$ cat src/rtl/wsdf_pkg.sv
package wsdf_pkg;

  // Register and field widths
  localparam int unsigned MAX_LEN_W = 24;
  localparam int unsigned BYTE_W    = 8;
  localparam int unsigned LEN_W     = 64;
  localparam int unsigned KEY_W     = 32;
  localparam int unsigned LEFT_W    = 4;

  // Reset value of the maximum payload length register
  localparam logic [MAX_LEN_W-1:0] MAX_LEN_RESET = 24'd4096;

  // Second header byte: mask flag position and extended length codes
  localparam int unsigned           MASK_BIT    = 7;
  localparam logic [6:0]            LEN_CODE_16 = 7'd126;
  localparam logic [6:0]            LEN_CODE_64 = 7'd127;
  localparam logic [LEFT_W-1:0]     EXT16_BYTES = 4'd2;
  localparam logic [LEFT_W-1:0]     EXT64_BYTES = 4'd8;
  localparam logic [LEFT_W-1:0]     KEY_BYTES   = 4'd4;

  // Parser phase, one-hot
  typedef enum logic [4:0] {
    PH_HDR0    = 5'b00001,
    PH_HDR1    = 5'b00010,
    PH_EXTLEN  = 5'b00100,
    PH_KEY     = 5'b01000,
    PH_PAYLOAD = 5'b10000
  } phase_t;

  // One result beat
  typedef struct packed {
    logic [BYTE_W-1:0] payload_byte;
    logic              last_of_frame;
    logic              length_error;
    logic              empty_frame;
  } result_t;

endpackage

$ cat src/rtl/websocket_frame_deframer.sv
// WebSocket frame deframer, receive side.
// Input channel: one stream byte per beat (in_valid / in_stall / in_stream_byte).
// The first header byte is dropped, the second gives the mask flag and length
// code, then an optional 2- or 8-byte big-endian extended length and an
// optional 4-byte masking key follow. Each payload byte leaves on the result
// channel unmasked, the final one flagged with out_last_of_frame. A declared
// length above the maximum gives one beat with out_length_error, a zero length
// one beat with out_empty_frame; header bytes otherwise give no result.
// Configuration: cfg_wr_en writes cfg_wr_data into the maximum payload length
// register at the clock edge; write it only while the block is idle.
// Timing: one byte is accepted every cycle while in_stall is low. A result enters the
// output register at the accepting edge if that register is free or being taken and
// can leave at the next edge; the parser state is a single register stage updated by
// short logic. Stalling: a two-entry output (result register plus skid register) lets
// the block take one more byte while a result waits; in_stall rises only when the skid
// register is occupied, and is a register output.
// Reset (synchronous, rst_n low): the parser expects a first header byte, both
// output entries are empty and the maximum length returns to 4096.
module websocket_frame_deframer (
  input  logic                               clk,
  input  logic                               rst_n,
  input  logic                               in_valid,
  output logic                               in_stall,
  input  logic [wsdf_pkg::BYTE_W-1:0]        in_stream_byte,
  input  logic                               cfg_wr_en,
  input  logic [wsdf_pkg::MAX_LEN_W-1:0]     cfg_wr_data,
  output logic                               out_valid,
  input  logic                               out_stall,
  output logic [wsdf_pkg::BYTE_W-1:0]        out_payload_byte,
  output logic                               out_last_of_frame,
  output logic                               out_length_error,
  output logic                               out_empty_frame
);

  // Parser state
  wsdf_pkg::phase_t                    phase_r, phase_nxt;
  logic [wsdf_pkg::LEN_W-1:0]          len_r, len_nxt;
  logic [wsdf_pkg::LEFT_W-1:0]         left_r, left_nxt;
  logic [wsdf_pkg::KEY_W-1:0]          key_r, key_nxt;
  logic                                mask_en_r, mask_en_nxt;
  logic [wsdf_pkg::MAX_LEN_W-1:0]      remain_r, remain_nxt;
  logic [1:0]                          pos_r, pos_nxt;
  logic [wsdf_pkg::MAX_LEN_W-1:0]      max_len_r;

  // Output queue
  wsdf_pkg::result_t                   out_r, skid_r, res;
  logic                                out_valid_r, skid_valid_r;
  logic                                res_valid;

  // Header completion check
  logic                                chk_en;
  logic [wsdf_pkg::LEN_W-1:0]          chk_len;
  logic [6:0]                          len_code;
  logic [wsdf_pkg::BYTE_W-1:0]         key_byte;

  logic                                in_acc;
  logic                                out_take;

  assign in_acc   = in_valid && !skid_valid_r;
  assign out_take = out_valid_r && !out_stall;
  assign len_code = in_stream_byte[6:0];

  // Key byte for the current payload position, first key byte first
  always_comb begin
    unique case (pos_r)
      2'd0:    key_byte = key_r[31:24];
      2'd1:    key_byte = key_r[23:16];
      2'd2:    key_byte = key_r[15:8];
      default: key_byte = key_r[7:0];
    endcase
  end

  // Next parser state and the result of one byte
  always_comb begin
    phase_nxt   = phase_r;
    len_nxt     = len_r;
    left_nxt    = left_r;
    key_nxt     = key_r;
    mask_en_nxt = mask_en_r;
    remain_nxt  = remain_r;
    pos_nxt     = pos_r;
    chk_en      = 1'b0;
    chk_len     = len_r;
    res_valid   = 1'b0;
    res         = '0;

    unique case (phase_r)
      wsdf_pkg::PH_HDR1: begin
        mask_en_nxt = in_stream_byte[wsdf_pkg::MASK_BIT];
        key_nxt     = '0;
        if (len_code == wsdf_pkg::LEN_CODE_16) begin
          len_nxt   = '0;
          left_nxt  = wsdf_pkg::EXT16_BYTES;
          phase_nxt = wsdf_pkg::PH_EXTLEN;
        end else if (len_code == wsdf_pkg::LEN_CODE_64) begin
          len_nxt   = '0;
          left_nxt  = wsdf_pkg::EXT64_BYTES;
          phase_nxt = wsdf_pkg::PH_EXTLEN;
        end else begin
          len_nxt = {{(wsdf_pkg::LEN_W-7){1'b0}}, len_code};
          if (in_stream_byte[wsdf_pkg::MASK_BIT]) begin
            left_nxt  = wsdf_pkg::KEY_BYTES;
            phase_nxt = wsdf_pkg::PH_KEY;
          end else begin
            chk_en  = 1'b1;
            chk_len = len_nxt;
          end
        end
      end
      wsdf_pkg::PH_EXTLEN: begin
        len_nxt  = {len_r[wsdf_pkg::LEN_W-9:0], in_stream_byte};
        left_nxt = left_r - 4'd1;
        if (left_r == 4'd1) begin
          if (mask_en_r) begin
            left_nxt  = wsdf_pkg::KEY_BYTES;
            phase_nxt = wsdf_pkg::PH_KEY;
          end else begin
            chk_en  = 1'b1;
            chk_len = len_nxt;
          end
        end
      end
      wsdf_pkg::PH_KEY: begin
        key_nxt  = {key_r[23:0], in_stream_byte};
        left_nxt = left_r - 4'd1;
        if (left_r == 4'd1) begin
          chk_en  = 1'b1;
          chk_len = len_r;
        end
      end
      wsdf_pkg::PH_PAYLOAD: begin
        res_valid        = 1'b1;
        res.payload_byte = mask_en_r ? (in_stream_byte ^ key_byte) : in_stream_byte;
        pos_nxt          = pos_r + 2'd1;
        remain_nxt       = remain_r - 24'd1;
        // The remaining count never drops below one inside a payload.
        if (remain_r == 24'd1) begin
          res.last_of_frame = 1'b1;
          phase_nxt         = wsdf_pkg::PH_HDR0;
        end
      end
      default: begin
        // First header byte, and any code outside the phase set
        phase_nxt = wsdf_pkg::PH_HDR1;
      end
    endcase

    // Header complete: oversized, empty, or start of payload
    if (chk_en) begin
      if (chk_len > {{(wsdf_pkg::LEN_W-wsdf_pkg::MAX_LEN_W){1'b0}}, max_len_r}) begin
        phase_nxt        = wsdf_pkg::PH_HDR0;
        res_valid        = 1'b1;
        res.length_error = 1'b1;
      end else if (chk_len == '0) begin
        phase_nxt       = wsdf_pkg::PH_HDR0;
        res_valid       = 1'b1;
        res.empty_frame = 1'b1;
      end else begin
        phase_nxt  = wsdf_pkg::PH_PAYLOAD;
        pos_nxt    = 2'd0;
        remain_nxt = chk_len[wsdf_pkg::MAX_LEN_W-1:0];
      end
    end
  end

  // Parser state registers
  always_ff @(posedge clk) begin
    if (!rst_n) begin
      phase_r   <= wsdf_pkg::PH_HDR0;
      len_r     <= '0;
      left_r    <= '0;
      key_r     <= '0;
      mask_en_r <= 1'b0;
      remain_r  <= '0;
      pos_r     <= '0;
    end else if (in_acc) begin
      phase_r   <= phase_nxt;
      len_r     <= len_nxt;
      left_r    <= left_nxt;
      key_r     <= key_nxt;
      mask_en_r <= mask_en_nxt;
      remain_r  <= remain_nxt;
      pos_r     <= pos_nxt;
    end
  end

  // Maximum payload length register
  always_ff @(posedge clk) begin
    if (!rst_n) begin
      max_len_r <= wsdf_pkg::MAX_LEN_RESET;
    end else if (cfg_wr_en) begin
      max_len_r <= cfg_wr_data;
    end
  end

  // Output register with skid entry
  always_ff @(posedge clk) begin
    if (!rst_n) begin
      out_valid_r  <= 1'b0;
      skid_valid_r <= 1'b0;
    end else if (!out_valid_r || out_take) begin
      if (skid_valid_r) begin
        out_valid_r  <= 1'b1;
        skid_valid_r <= 1'b0;
      end else begin
        out_valid_r <= in_acc && res_valid;
      end
    end else if (in_acc && res_valid) begin
      skid_valid_r <= 1'b1;
    end
  end

  always_ff @(posedge clk) begin
    if (!out_valid_r || out_take) begin
      if (skid_valid_r) begin
        out_r <= skid_r;
      end else if (in_acc && res_valid) begin
        out_r <= res;
      end
    end else if (in_acc && res_valid) begin
      skid_r <= res;
    end
  end

  assign in_stall          = skid_valid_r;
  assign out_valid         = out_valid_r;
  assign out_payload_byte  = out_r.payload_byte;
  assign out_last_of_frame = out_r.last_of_frame;
  assign out_length_error  = out_r.length_error;
  assign out_empty_frame   = out_r.empty_frame;

  // The skid entry is only ever filled behind a waiting result.
  assert property (@(posedge clk) disable iff (!rst_n)
    skid_valid_r |-> out_valid_r)
    else $error("skid entry holds a beat while the output register is empty");

  // Inside a payload at least one byte is still owed.
  assert property (@(posedge clk) disable iff (!rst_n)
    (phase_r == wsdf_pkg::PH_PAYLOAD) |-> (remain_r != '0))
    else $error("payload phase with no bytes remaining");

  // Error and empty-frame beats carry nothing else.
  assert property (@(posedge clk) disable iff (!rst_n)
    (out_valid_r && (out_r.length_error || out_r.empty_frame)) |->
      (!out_r.last_of_frame && (out_r.payload_byte == '0) &&
       !(out_r.length_error && out_r.empty_frame)))
    else $error("malformed error or empty-frame beat");

  // A beat that leaves in the last frame byte sends the parser back to a header.
  assert property (@(posedge clk) disable iff (!rst_n)
    (in_acc && res_valid && res.last_of_frame) |=> (phase_r == wsdf_pkg::PH_HDR0))
    else $error("parser did not return to header after the last payload byte");

endmodule

$ cat config.mk
export PLATFORM = sky130hd
export DESIGN_NAME = websocket_frame_deframer
export DESIGN_NICKNAME = d
export VERILOG_FILES = /design/src/rtl/wsdf_pkg.sv /design/src/rtl/websocket_frame_deframer.sv
export SDC_FILE = /design/constraint.sdc
export NUM_CORES = 1
export LEC_CHECK = 0
export ABC_AREA = 1
export BUFFER_PORTS_ARGS = -buffer_cell sky130_fd_sc_hd__buf_2
export CORE_ASPECT_RATIO = 0.8
export CORE_MARGIN = 5
export CORE_UTILIZATION = 55
export CTS_CLUSTER_SIZE = 24
export DETAILED_ROUTE_END_ITERATION = 8
export PLACE_DENSITY = 0.73
export SKIP_CTS_REPAIR_TIMING = 1
export SYNTH_ARGS = -nofsm -noshare
export SYNTH_HDL_FRONTEND = slang
export SYNTH_SLANG_ARGS = --single-unit
export TNS_END_PERCENT = 20
$ cat constraint.sdc
create_clock -name clk -period 7.9 [get_ports clk]
set_clock_uncertainty 0.15 [all_clocks]
set_input_delay 0.395 -clock clk [delete_from_list [all_inputs] [get_ports clk]]
set_output_delay 0.395 -clock clk [all_outputs]
set_load 0.03 [all_outputs]
==> results.txt, run 1 <==
The number of synthesized flops with an enable pin came out at 22. The worst setup slack after placement is 2870 ps. The final layout contains routed wiring with a total length of 24.7 mm. Counting tap cells, the placed design contains a total of 1557 instances. The detail-routed via count per cell came out at between 5 and 6. The number of buffers added by the clock tree synthesis step is 17. The storage element area came out at 0.00382 sq mm.

The async set-or-reset flop fraction in the synthesized netlist is 0%. Row generation in the floorplan step produced 42 rows. Entering global routing, the biggest net connects 87 pins. The setup path with the least slack is of type register to register.

Of the post-synthesis cell area, the dominant cell type holds 33.8%. Leaving out fill and tap cells, the most frequent cell in the layout is nand2_1. The total number of H-tree levels is 4.

The startpoint type of the worst setup path is a register. The number of flip-flops and latches in the synthesized netlist came out at 180. Setup repair after global routing left no endpoint under its margin. The first detailed-routing pass took 5 iterations. In the layout the commonest cells are nand2_1, dfxtp_1, a21oi_1, nor2_1, inv_1. The minimum clock period came out at between 5000 and 6000 ps. The first global-routing pass estimated 40.2 mm of wire. Power spread over the standard cell area amounts to 189 mW/mm^2. The instance count of the mapped netlist came out at ~1300.

The final core utilization came out at 61.4%. The starting density of the core came out at 56.3%. For the pin with the worst max-slew slack, the measured transition is 1170 ps. The total half-perimeter wirelength after legalization and detailed placement is 17.3 mm. The run finished with clean final reports. After routing, the total negative slack on setup checks comes to 0 ps.

The number of nets with antenna violations after routing came out at 0. Leaving out filler cells and counting taps, the final layout contains between 1500 and 2000. The die is around 130 um tall. Summing internal, switching and leakage power gives about 1.9 mW. The number of warnings printed during yosys synthesis came out at 0. The clock reaches the later pin of the worst-skew pair after approximately 440 ps.

The final-report hold violation count is 0. Data on the critical path arrives at its endpoint at 5030 ps. 0 antenna diodes ended up in the layout. The worst setup slack after layout came out at 2770 ps. The share of the clock period used by the worst path after layout came out at about two thirds.

The DRC marker count from the first detailed-route iteration is 872. The floorplan step set the die width to 156 um. The full die area is 0.0198 sq mm.

The worst relative slew slack came out at approximately 22%. The critical path data required time is between 7000 and 8000 ps. The worst-case clock buffer depth came out at 2. Of the synthesized area, sequential elements account for 40.8%.

The number of global-route vias before repair came out at 7794. The total clock sinks came out at 180. The worst-case vdd ir drop is approximately 0.19 mV. TritonCTS built the clock tree. The path class of the tightest hold or removal check is primary input to register. Counting distinct cell types in the post-synthesis netlist gives 45. The floorplan step defined a core boundary enclosing 0.0167 sq mm. The initial antenna violation count is 0. The mean area per synthesized cell came out at 6.97 sq um. The register clock-pin slew on the reported worst setup and hold paths came out at ~70 ps. The max-slew violation total from the final report is 0. The maximum achievable frequency came out at 0.195 GHz. For this design the top-level I/O count stands at 50. The net count after synthesis is 1414. The largest total area in the synthesized netlist belongs to dfxtp_1. The share of final-layout standard cells stronger than drive strength 1 came out at under 10%. The area of the mapped netlist is roughly 0.0094 sq mm. The detailed router placed between 8000 and 9000 vias in this run. The remaining routing DRC violations came out at 0. Ranked by total cell area, the synthesized netlist is headed by dfxtp_1, nand2_1, a21oi_1.

The routability-driven placement congestion ratio is 0.977. The aggregate global-route resource usage is 25.1%. In the synthesized netlist the dominant register cell turns out to be dfxtp_1. In the final routed layout, each cell accounts on average for 15.5 um.

The max-cap check violation count came out at 0. The setup-violating endpoint count in the final report came out at 0. Input and output buffers added on the ports amount to between 40 and 50. The final-stage net count is 1425. Counting the fill cells in the layout gives 1571. The sort of element at the end of the critical path is a register.

The total overflow reported by the global router is 0. Of all nets on the critical path, the largest fanout is 33. The area growth from synthesis to layout is 9.12%. The footprint of the multi-input gates came out at 0.00475 sq mm. The cell sitting at the root of the clock tree is a clkbuf_16.

The static leakage came out at 4.36 nW.
## power breakdown
part	total [mW]	internal, mW	leakage (nW)	switching [mW]
registers	0.953	0.941	1.49	0.0112
logic	0.149	0.0447	2.59	0.105
clock network	0.832	0.427	0.282	0.404
total	1.93	1.41	4.36	0.520
## path summary, 6_finish.rpt
kind,cells after the start,from,to,slack (ps)
worst max register to register,21,phase_r[0]$_SDFFE_PN1P_,out_payload_byte[6]$_DFFE_PP_,2770
worst min register to register,2,key_r[30]$_SDFFE_PN0P_,key_r[30]$_SDFFE_PN0P_,320
worst min-delay path,3,cfg_wr_data[0],max_len_r[0]$_SDFFE_PN0P_,40
worst max-delay path,21,phase_r[0]$_SDFFE_PN1P_,out_payload_byte[6]$_DFFE_PP_,2770
## cell usage after synthesis, drive strengths merged, types with 6 or more instances
master and n:
nand4 11, dfxtp 158, o21bai 6, nor3b 8
buf 15, o21ai 72, xor2 20, a22oi 6
ha 32, nor4 13, edfxtp 22, a21oi 155
nor2 133, nand3 58, a221oi 8, clkbuf 48
nand2 401, inv 132, a211oi 7, nor3 26
## stage by stage
step / area (sq um) / hold WS (ps)
floorplan: 9370 / 285
global route: 10200 / 55.6
CTS: 10200 / 31.6
global placement: 9650 / 300
detailed placement: 9650 / 302
finish: 10200 / 41.6
## flip-flops by register name (all words and copies together) (netlist names)
signal	cells
len_r	64
skid_r	11
phase_r	5
pos_r	2
key_r	32
left_r	4
out_last_of_frame	1
out_valid	1
remain_r	24
out_empty_frame	1
out_length_error	1
mask_en_r	1
out_payload_byte	8
max_len_r	24
in_stall	1
## final cells by class
class / count / area share [%]
Multi-Input combinational cell: 966 / 46.4
Sequential cell: 180 / 37.4
Clock inverter: 14 / 1.32
Clock buffer: 18 / 4.29
Inverter: 136 / 5.02
Tap cell: 220 / 2.69
Timing Repair Buffer: 55 / 2.84
## worst max-delay path, cell delays in order (launching register included)
cell	delay, ps
dfxtp_1	340
nor2_2	200
nand3_2	350
nand2_2	240
nand2_1	90
clkinv_2	140
nand2_4	190
o21ai_1	290
inv_1	70
ha_1	270
nand2_1	70
nor4_1	390
nand2_1	90
nand2_1	70
nand2_1	50
nand2_1	50
nand2_1	50
nand2_1	130
nor3_4	110
nand2_4	330
nand3_1	210
a21oi_1	880
## layer usage
| metal | vias up | part of all wire (%) | track usage, % |
|---|---|---|---|
| met4 | 0 | 1.4 | 6.18 |
| met5 | - | 0 | 0 |
| met3 | 33 | 7.6 | 4.83 |
| li1 | 4398 | - | - |
| met1 | 4003 | 48 | 37.4 |
| met2 | 296 | 43 | 37.3 |
## kinds of logic (layout without fill, tap and decap cells)
kind of cell	after synthesis	count (layout)	share of synthesized area, %
AND/OR/NAND/NOR	653	653	29.3
AO/OA/AOI/OAI	259	259	15.0
buffers and inverters	199	223	8.65
flip-flops	180	180	40.8
adder cells (fa/ha/maj)	32	32	4.27
XOR/XNOR	22	22	2.06
No activity file was read; power rests on OpenSTA's default activity.
==> inputs of run 2 (changes only) <==
Clock period 7.9 ns to 4.9 ns, I/O delays scaled along.
==> run 2 against run 1 <==
The run now ends with negative hold slack left. Routed wire length is 0.75% higher. Largest cell class unchanged. Register-to-register slack worse by 2200 ps. Combinational power up 74%. Sequential power is 62% higher. Worst hold slack worse by 85 ps. Cell count rose by 1.8%. Final area increased by 2.7%. Largest power group unchanged. Flip-flop and latch count unchanged. Sequential share of layout area decreased by 0.97 points.
==> results.txt, run 2 (same netlist as run 1, synthesis figures left out) <==
The flow ran to the end, but the final reports show violations. The final reports fail on negative hold slack. The remaining routing DRC violations is 0 (unchanged).

The register clock-pin slew on the reported worst setup and hold paths came out at 80 ps (about the same). The number of buffers added by the clock tree synthesis step is 17 (unchanged). The worst relative slew slack came to 31.4% (+9.8 points).

The total power after layout is 3.11 mW (+61%). The max-cap check violation count came to 0 (unchanged). The max-slew violation total from the final report was 0 (unchanged). The share of the clock period used by the worst path after layout came to 88.4% (+24 points). The vias after detailed routing came out at 8812 (+0.94%).

CTS placed an instance of clkbuf_16 at the clock tree root. The library cells used most frequently in the layout, excluding fill and tap cells, are nand2_1, dfxtp_1, a21oi_1, nor2_1, inv_1. The routability-driven placement congestion ratio came to 0.960 (-1.7%). The pin slew with the least headroom to its limit is 1030 ps (-147 ps). The register-to-register setup slack is 570 ps (-2210 ps). The sequential cell fraction of total power came out at 49.3% (about the same). The clock network fraction of design power was 42.3% (-0.7 points). The maximum achievable frequency is 0.231 GHz (+18%). The total clock sinks came out at 180 (unchanged).

The combinational group share of total power is 8.3% (+0.6 points). The detailed-route wire length was 24.9 mm (+0.75%). The cell internal power dissipation was 2.27 mW (+61%).

The static leakage was 4.47 nW (+2.6%). The worst setup slack after layout is 566 ps (-2210 ps). The arrival time of the worst setup path is 4260 ps (-770 ps).

The minimum clock period is 4330 ps (-794 ps). The area of the placeable core came out at 0.0167 sq mm (unchanged). The count of boundary I/O pins came out at 50 (unchanged). The largest registers in the layout are len_r (64), key_r (32). The worst min-delay path category is primary input to register. The total overflow reported by the global router is 0 (unchanged). The DRC marker count from the first detailed-route iteration is 892 (+2.3%). The detail-routed via count per cell came to 5.45 (-0.87%). The worst register-to-register path begins at mask_en_r$_SDFFE_PN0P_. The total number of H-tree levels came out at 4 (unchanged). len_r holds more flip-flops than any other register. The startpoint type of the worst setup path is a register. The source-to-sink clock delay at the later pin of the worst-skew pair came out at 440 ps (about the same). The area of placed instances came to 0.00970 sq mm (+0.47%).

The number of global-route vias before repair was 7589 (-2.6%). The number of flip-flops under the largest register name is 64 (unchanged). The starting density of the core came out at 56.3% (unchanged). The cell family contributing the most delay on the critical path is simple AND/OR/NAND/NOR gates.

Among all stages on the critical path, the largest delay is contributed by a21oi_2. The number of input and output port buffers inserted was 49 (unchanged). The cell area after layout came out at 0.0105 sq mm (+2.7%).

The routed length per instance came out at 15.4 um (-1.1%). The number of filler instances in the final layout is 1531 (-2.5%). By instance count, the cell type seen most on the critical path is nand2_1.

The first-pass GRT wire length is 39.8 mm (-1.1%). The number of diodes added for antenna fixing came out at 0 (unchanged). The final-report hold violation count came to 12 (+12). The worst setup slack after placement came to 409 ps (-2460 ps). The clock tree from TritonCTS is done.

The row count is 42 (unchanged). The cell depth of the worst min-delay path came out at 3 (unchanged). The full die area came out at 0.0198 sq mm (unchanged). The net load switching power is 0.840 mW (+61%). The share of final-layout standard cells stronger than drive strength 1 came out at 9.08% (+0.39 points). In this run the most critical hold path is launched from cfg_wr_data[13]. The total power density per cell area is 297 mW/mm^2 (+57%). The worst-case clock buffer depth came to 2 (unchanged).

The number of cell instances on the worst register-to-register path came out at 21 (unchanged). The die extent in x came to 156 um (unchanged). The endpoint with the worst hold slack is max_len_r[13]$_SDFFE_PN0P_. The number of iterations in the first detailed-routing pass came to 5 (unchanged).

The sum of negative setup slack came out at 0 ps (unchanged). The initial antenna violation count is 0 (unchanged). The combined buffer and inverter count along the critical path is 3 (+1).

The number of nets with antenna violations after routing is 0 (unchanged). The worst hold-check slack came out at -43.4 ps (-85.0 ps). The fraction of power spent switching nets is 27.0% (+0.058 points). The critical path goes through inv_2 > nand4_1 > nand2_1 > nand2_1 > clkinv_2 > nand2_4 > o21ai_1 > inv_1 > ha_1 > nand2_1 > nor4_1 > nand2_1 > nand2_1 > nand2_1 > nand2_1 > nand2_1 > nand2_1 > nor3_4 > nand2_4 > nand3_1 > a21oi_2. The die height came out at 127 um (unchanged). The setup-violating endpoint count in the final report is 0 (unchanged). The delay of the slowest critical-path stage was 540 ps (-340 ps). The aggregate global-route resource usage came out at 24.9% (-0.20 points). The worst setup path is captured at a register. The worst-case vdd ir drop came out at 0.293 mV (+53%). The critical path data required time came out at 4830 ps (-2980 ps). The maximum net fanout on the critical path was 22 (-33%). The final-stage net count is 1454 (+2.0%). The worst register-to-register path ends at out_length_error$_DFFE_PP_. The total half-perimeter wirelength after legalization and detailed placement is 17.3 mm (about the same). Setup repair after global routing left no endpoint under its margin. Leaving out fill and tap cells, the most frequent cell in the layout is nand2_1. The maximum number of pins on one net before global-route repair is 71 (-18%). The classification of the worst setup path is register to register. Relative to the synthesized area, the layout overhead comes to 12.0%.
-- run 2: how the worst max path moves through the flow --
| stage | end | slack, ps | cells after the start | from |
|---|---|---|---|---|
| after floorplan | out_empty_frame$_DFFE_PP_ | 1090 | 23 | left_r[1]$_SDFFE_PN0P_ |
| after global placement | out_empty_frame$_DFFE_PP_ | 510 | 21 | mask_en_r$_SDFFE_PN0P_ |
| after global routing | out_length_error$_DFFE_PP_ | 120 | 24 | in_stream_byte[0] |
| after detailed placement | out_payload_byte[7]$_DFFE_PP_ | 410 | 21 | mask_en_r$_SDFFE_PN0P_ |
| after CTS | out_length_error$_DFFE_PP_ | 400 | 21 | mask_en_r$_SDFFE_PN0P_ |
| final | out_length_error$_DFFE_PP_ | 570 | 21 | mask_en_r$_SDFFE_PN0P_ |
-- run 2: per-stage QoR --
stage | hold WS [ps] | utilization (%) | cells
2_1_floorplan | 206 | - | 1345
3_3_place_gp | 300 | 58.2 | 1563
3_5_place_dp | 304 | 58.2 | 1563
4_1_cts | -116 | 61.6 | 1595
5_1_grt | -7.96 | 63.0 | 1618
6_report | -43.4 | 63.0 | 1618
-- run 2: layout make-up --
| class | instances | area (sq um) | area share [%] |
|---|---|---|---|
| Multi-Input combinational cell | 966 | 4760 | 45.3 |
| Sequential cell | 180 | 3820 | 36.4 |
| Clock buffer | 17 | 425 | 4.05 |
| Inverter | 136 | 513 | 4.89 |
| Tap cell | 220 | 275 | 2.62 |
| Timing Repair Buffer | 84 | 566 | 5.39 |
| Clock inverter | 15 | 140 | 1.33 |
-- run 2: power by group through the flow --
stage	Sequential, mW	Combinational (mW)	Clock (mW)
floorplan	1.57	0.172	0
global placement	1.57	0.235	0
detailed placement	1.57	0.238	0
CTS	1.53	0.241	1.34
global route	1.54	0.290	1.40
finish	1.54	0.260	1.32
-- run 2: worst register-to-register path: cells and delay by family (launching register included) --
family	cells	cell delay [ps]
flops	1	340
compound gates	2	850
fa+ha+maj	1	300
buf+inv	3	440
simple gates	15	1890
-- run 2: per-layer routing --
layer / GRT usage (%) / up-vias / wire length [um]
met3: 4.73 / 47 / 2040
li1: - / 4453 / -
met5: 0 / - / 0
met4: 7.62 / 0 / 537
met1: 37.9 / 3981 / 11800
met2: 35.4 / 331 / 10500
==> inputs of run 3 (changes only) <==
Settings changed: ABC_AREA 1 to unset.
==> run 3 against run 2 <==
The flow still finishes with violations (negative hold slack). Worst setup slack got worse by 280 ps. Synthesized cell count shrank 22%. Utilization is 3.0 points higher. Routed wire length fell by 1.1%. Sequential power hardly changed. Maximum frequency shrank 6.1%. Register-to-register slack worse by 280 ps. First-iteration DRC count rose by 20%.
==> results.txt, run 3 <==
The die extent in x came to 153 um (-1.9%). The number of flip-flops and latches in the synthesized netlist is 180 (unchanged). The cell sitting at the root of the clock tree is a clkbuf_16. The instance count of the mapped netlist came out at 1050 (-22%).

The mean area per synthesized cell came out at 8.57 sq um (+23%). The routed length per instance was 18.1 um (+18%). The final-stage net count came to 1198 (-18%).

Sorting the synthesized cells by how often they occur yields nor2_1, dfxtp_1, a22oi_1, nand2_1, clkbuf_1. The combinational group share of total power is 7.3% (-1.0 points). The number of global-route vias before repair came out at 7302 (-3.8%). The cell total after placement came out at 1292 (-17%). The final reports fail on negative hold slack. The sum of negative setup slack came out at 0 ps (unchanged). The cell internal power dissipation came to 2.40 mW (+5.5%). The minimum clock period is 4620 ps (+283 ps). Setup repair after global routing left no endpoint under its margin.

The DRC marker count from the first detailed-route iteration is 1073 (+20%). The async set-or-reset flop fraction in the synthesized netlist is 0% (unchanged). The total half-perimeter wirelength after legalization and detailed placement came to 16.5 mm (-4.3%). The final-report hold violation count came out at 1 (-11). The total power density per cell area was 298 mW/mm^2 (+0.35%). The number of input and output port buffers inserted was 49 (unchanged). The number of synthesized flops with an enable pin is 22 (unchanged).

The setup-violating endpoint count in the final report is 0 (unchanged). Ranked by total cell area, the synthesized netlist is headed by dfxtp_1, a22oi_1, edfxtp_1. The pin slew with the least headroom to its limit came out at 1030 ps (-0.404 ps). The delay of the slowest critical-path stage is 530 ps (about the same). The number of flip-flops under the largest register name is 64 (unchanged). The max-cap check violation count came to 0 (unchanged). The part of the Yosys area used for sequential elements was 42.5% (+1.7 points). The count of boundary I/O pins was 50 (unchanged). The area of the placeable core came out at 0.0159 sq mm (-4.5%). The number of filler instances in the final layout came out at 1334 (-13%).

The sequential cell fraction of total power came out at 48.7% (-0.6 points). The critical path data required time came out at 4900 ps (+70 ps). The initial antenna violation count is 0 (unchanged). STA classifies the critical path startpoint as a register.

The total overflow reported by the global router came out at 0 (unchanged). The min-delay analysis places its worst path in the category primary input to register. The worst-case vdd ir drop came to 0.231 mV (-21%).

The maximum net fanout on the critical path came to 12 (-45%). The fraction of power spent switching nets is 23.3% (-3.7 points). The remaining routing DRC violations came out at 0 (unchanged). The final core utilization is 66.1% (+3.0 points).

The starting density of the core was 56.6% (+0.35 points). The worst-case clock buffer depth is 2 (unchanged). The worst relative slew slack came out at 31.5% (+0.13 points).

The register containing the most flip-flops in the final layout is len_r. The first-pass GRT wire length was 39.1 mm (-1.6%). The total number of H-tree levels was 4 (unchanged). The clock network fraction of design power is 44.0% (+1.7 points). The number of nets with antenna violations after routing is 0 (unchanged).

The final cell count without fillers is 1357 (-16%). The register clock-pin slew on the reported worst setup and hold paths is 70 ps (about the same). The number of warnings printed during yosys synthesis came out at 0 (unchanged). The run finished, with violations left. The net load switching power was 0.728 mW (-13%). The detailed-route wire length was 24.6 mm (-1.1%).

The combined buffer and inverter count along the critical path is 3 (unchanged). The static leakage is 4.04 nW (-9.6%). The area share of the leading cell type in the synthesized netlist is 35.1% (+1.4 points). Traced cell by cell, the critical path runs through ha_1 > or4b_4 > nor3_4 > buf_12 > buf_4 > a22o_1 > ha_1 > a21oi_1 > nand2_1 > a221oi_1 > o21ai_0 > o31ai_1 > buf_4 > nand3_1 > o22ai_1 > o21ba_2 > a21oi_2. The slowest stage of the critical path belongs to the cell or4b_4. The worst setup path is of the register to register kind.

The row count is 41 (-2.4%). The largest registers in the layout are len_r (64), key_r (32). The net count after synthesis came out at 1119 (-21%). The maximum number of pins on one net before global-route repair is 100 (+41%). The number of diodes added for antenna fixing is 0 (unchanged). The share of final-layout standard cells stronger than drive strength 1 came out at 14.7% (+5.6 points). The source-to-sink clock delay at the later pin of the worst-skew pair came to 430 ps (about the same). The area added between synthesis and finish came out at 16.7%. The share of the clock period used by the worst path after layout came to 94.2% (+5.8 points). The arrival time of the worst setup path is 4610 ps (+350 ps). Among all flip-flop cells after synthesis, the most frequent one is dfxtp_1. The count of cell types in the netlist is 79 (+76%). The sort of element at the end of the critical path is a register. The routability-driven placement congestion ratio came out at 0.965 (+0.50%). The number of iterations in the first detailed-routing pass came out at 9 (+4). The area of the mapped netlist is 0.00900 sq mm (-3.9%). The total clock sinks is 180 (unchanged). The full die area was 0.0190 sq mm (-3.7%).

Broken down by cell family, the worst path's largest delay share belongs to compound AO/OA/AOI/OAI gates. TritonCTS built the clock tree. The maximum achievable frequency is 0.217 GHz (-6.1%). The aggregate global-route resource usage is 24.8% (-0.051 points). The max-slew violation total from the final report came out at 0 (unchanged). Of all cell types, the one taking the most synthesized area is dfxtp_1. The worst hold-check slack is -16.5 ps (+26.9 ps). The die height is 124 um (-1.8%).

The detail-routed via count per cell is 6.07 (+11%). The number of buffers added by the clock tree synthesis step is 17 (unchanged). The top cell types in the final layout, fill and taps aside, are nor2_1, dfxtp_1, a22oi_1, nand2_1, buf_4. The vias after detailed routing is 8240 (-6.5%).

The most common cell in the synthesized netlist is nor2_1.
-- run 3: cell families after synthesis --
family / after synthesis / share of synthesized area, %
mux: 27 / 3.04
buf+inv: 105 / 4.82
fa+ha+maj: 32 / 4.45
flops: 180 / 42.5
xor+xnor: 9 / 0.876
compound gates: 301 / 23.4
simple gates: 396 / 21.0
-- run 3: final cells by class --
type                       count  area, sq um  area share (%)
timing repair buffer         130          926            8.81
sequential                   180         3820            36.4
clock buffer                  26          492            4.68
clock inverter                 6         91.3           0.869
tap                          215          269            2.56
inverter                      35          134            1.27
multi-input combinational    765         4770            45.4
-- run 3: power groups by stage --
stage	registers, mW	clock network, mW	logic (mW)
after global routing	1.52	1.45	0.250
final	1.52	1.37	0.229
after detailed placement	1.55	0	0.207
after CTS	1.52	1.38	0.208
after global placement	1.55	0	0.206
after floorplan	1.55	0	0.134
-- run 3: metal layers --
metal / vias up / wire length [um] / GRT usage, %
li1: 4010 / - / -
met1: 3811 / 11300 / 38.3
met2: 375 / 10500 / 35.0
met3: 44 / 2350 / 5.66
met4: 0 / 422 / 5.76
met5: - / 0 / 0
-- run 3: worst paths after layout --
kind / slack, ps / to / cells past startpoint / from
hold reg to reg: 340 / remain_r[18]$_SDFFE_PN0P_ / 2 / remain_r[18]$_SDFFE_PN0P_
setup / recovery: 280 / out_length_error$_DFFE_PP_ / 17 / left_r[0]$_SDFFE_PN0P_
setup reg to reg: 280 / out_length_error$_DFFE_PP_ / 17 / left_r[0]$_SDFFE_PN0P_
hold / removal: -20 / in_stall$_SDFFE_PP0P_ / 3 / out_stall
-- run 3: worst min-delay path: cells and delay by family --
kind	cells	cell delay [ps]
buffers and inverters	1	110
and+or+nand+nor	2	170
-- run 3: per-stage QoR --
step / power (mW) / instance area [sq um] / hold slack (ps) / setup WS [ps]
finish: 3.13 / 10500 / -16.5 / 284
global route: 3.22 / 10500 / 7.76 / 3.41
CTS: 3.11 / 10200 / -112 / 0.364
detailed placement: 1.76 / 9600 / 322 / 60.3
global placement: 1.76 / 9600 / 324 / 98.0
floorplan: 1.69 / 9000 / 225 / 517
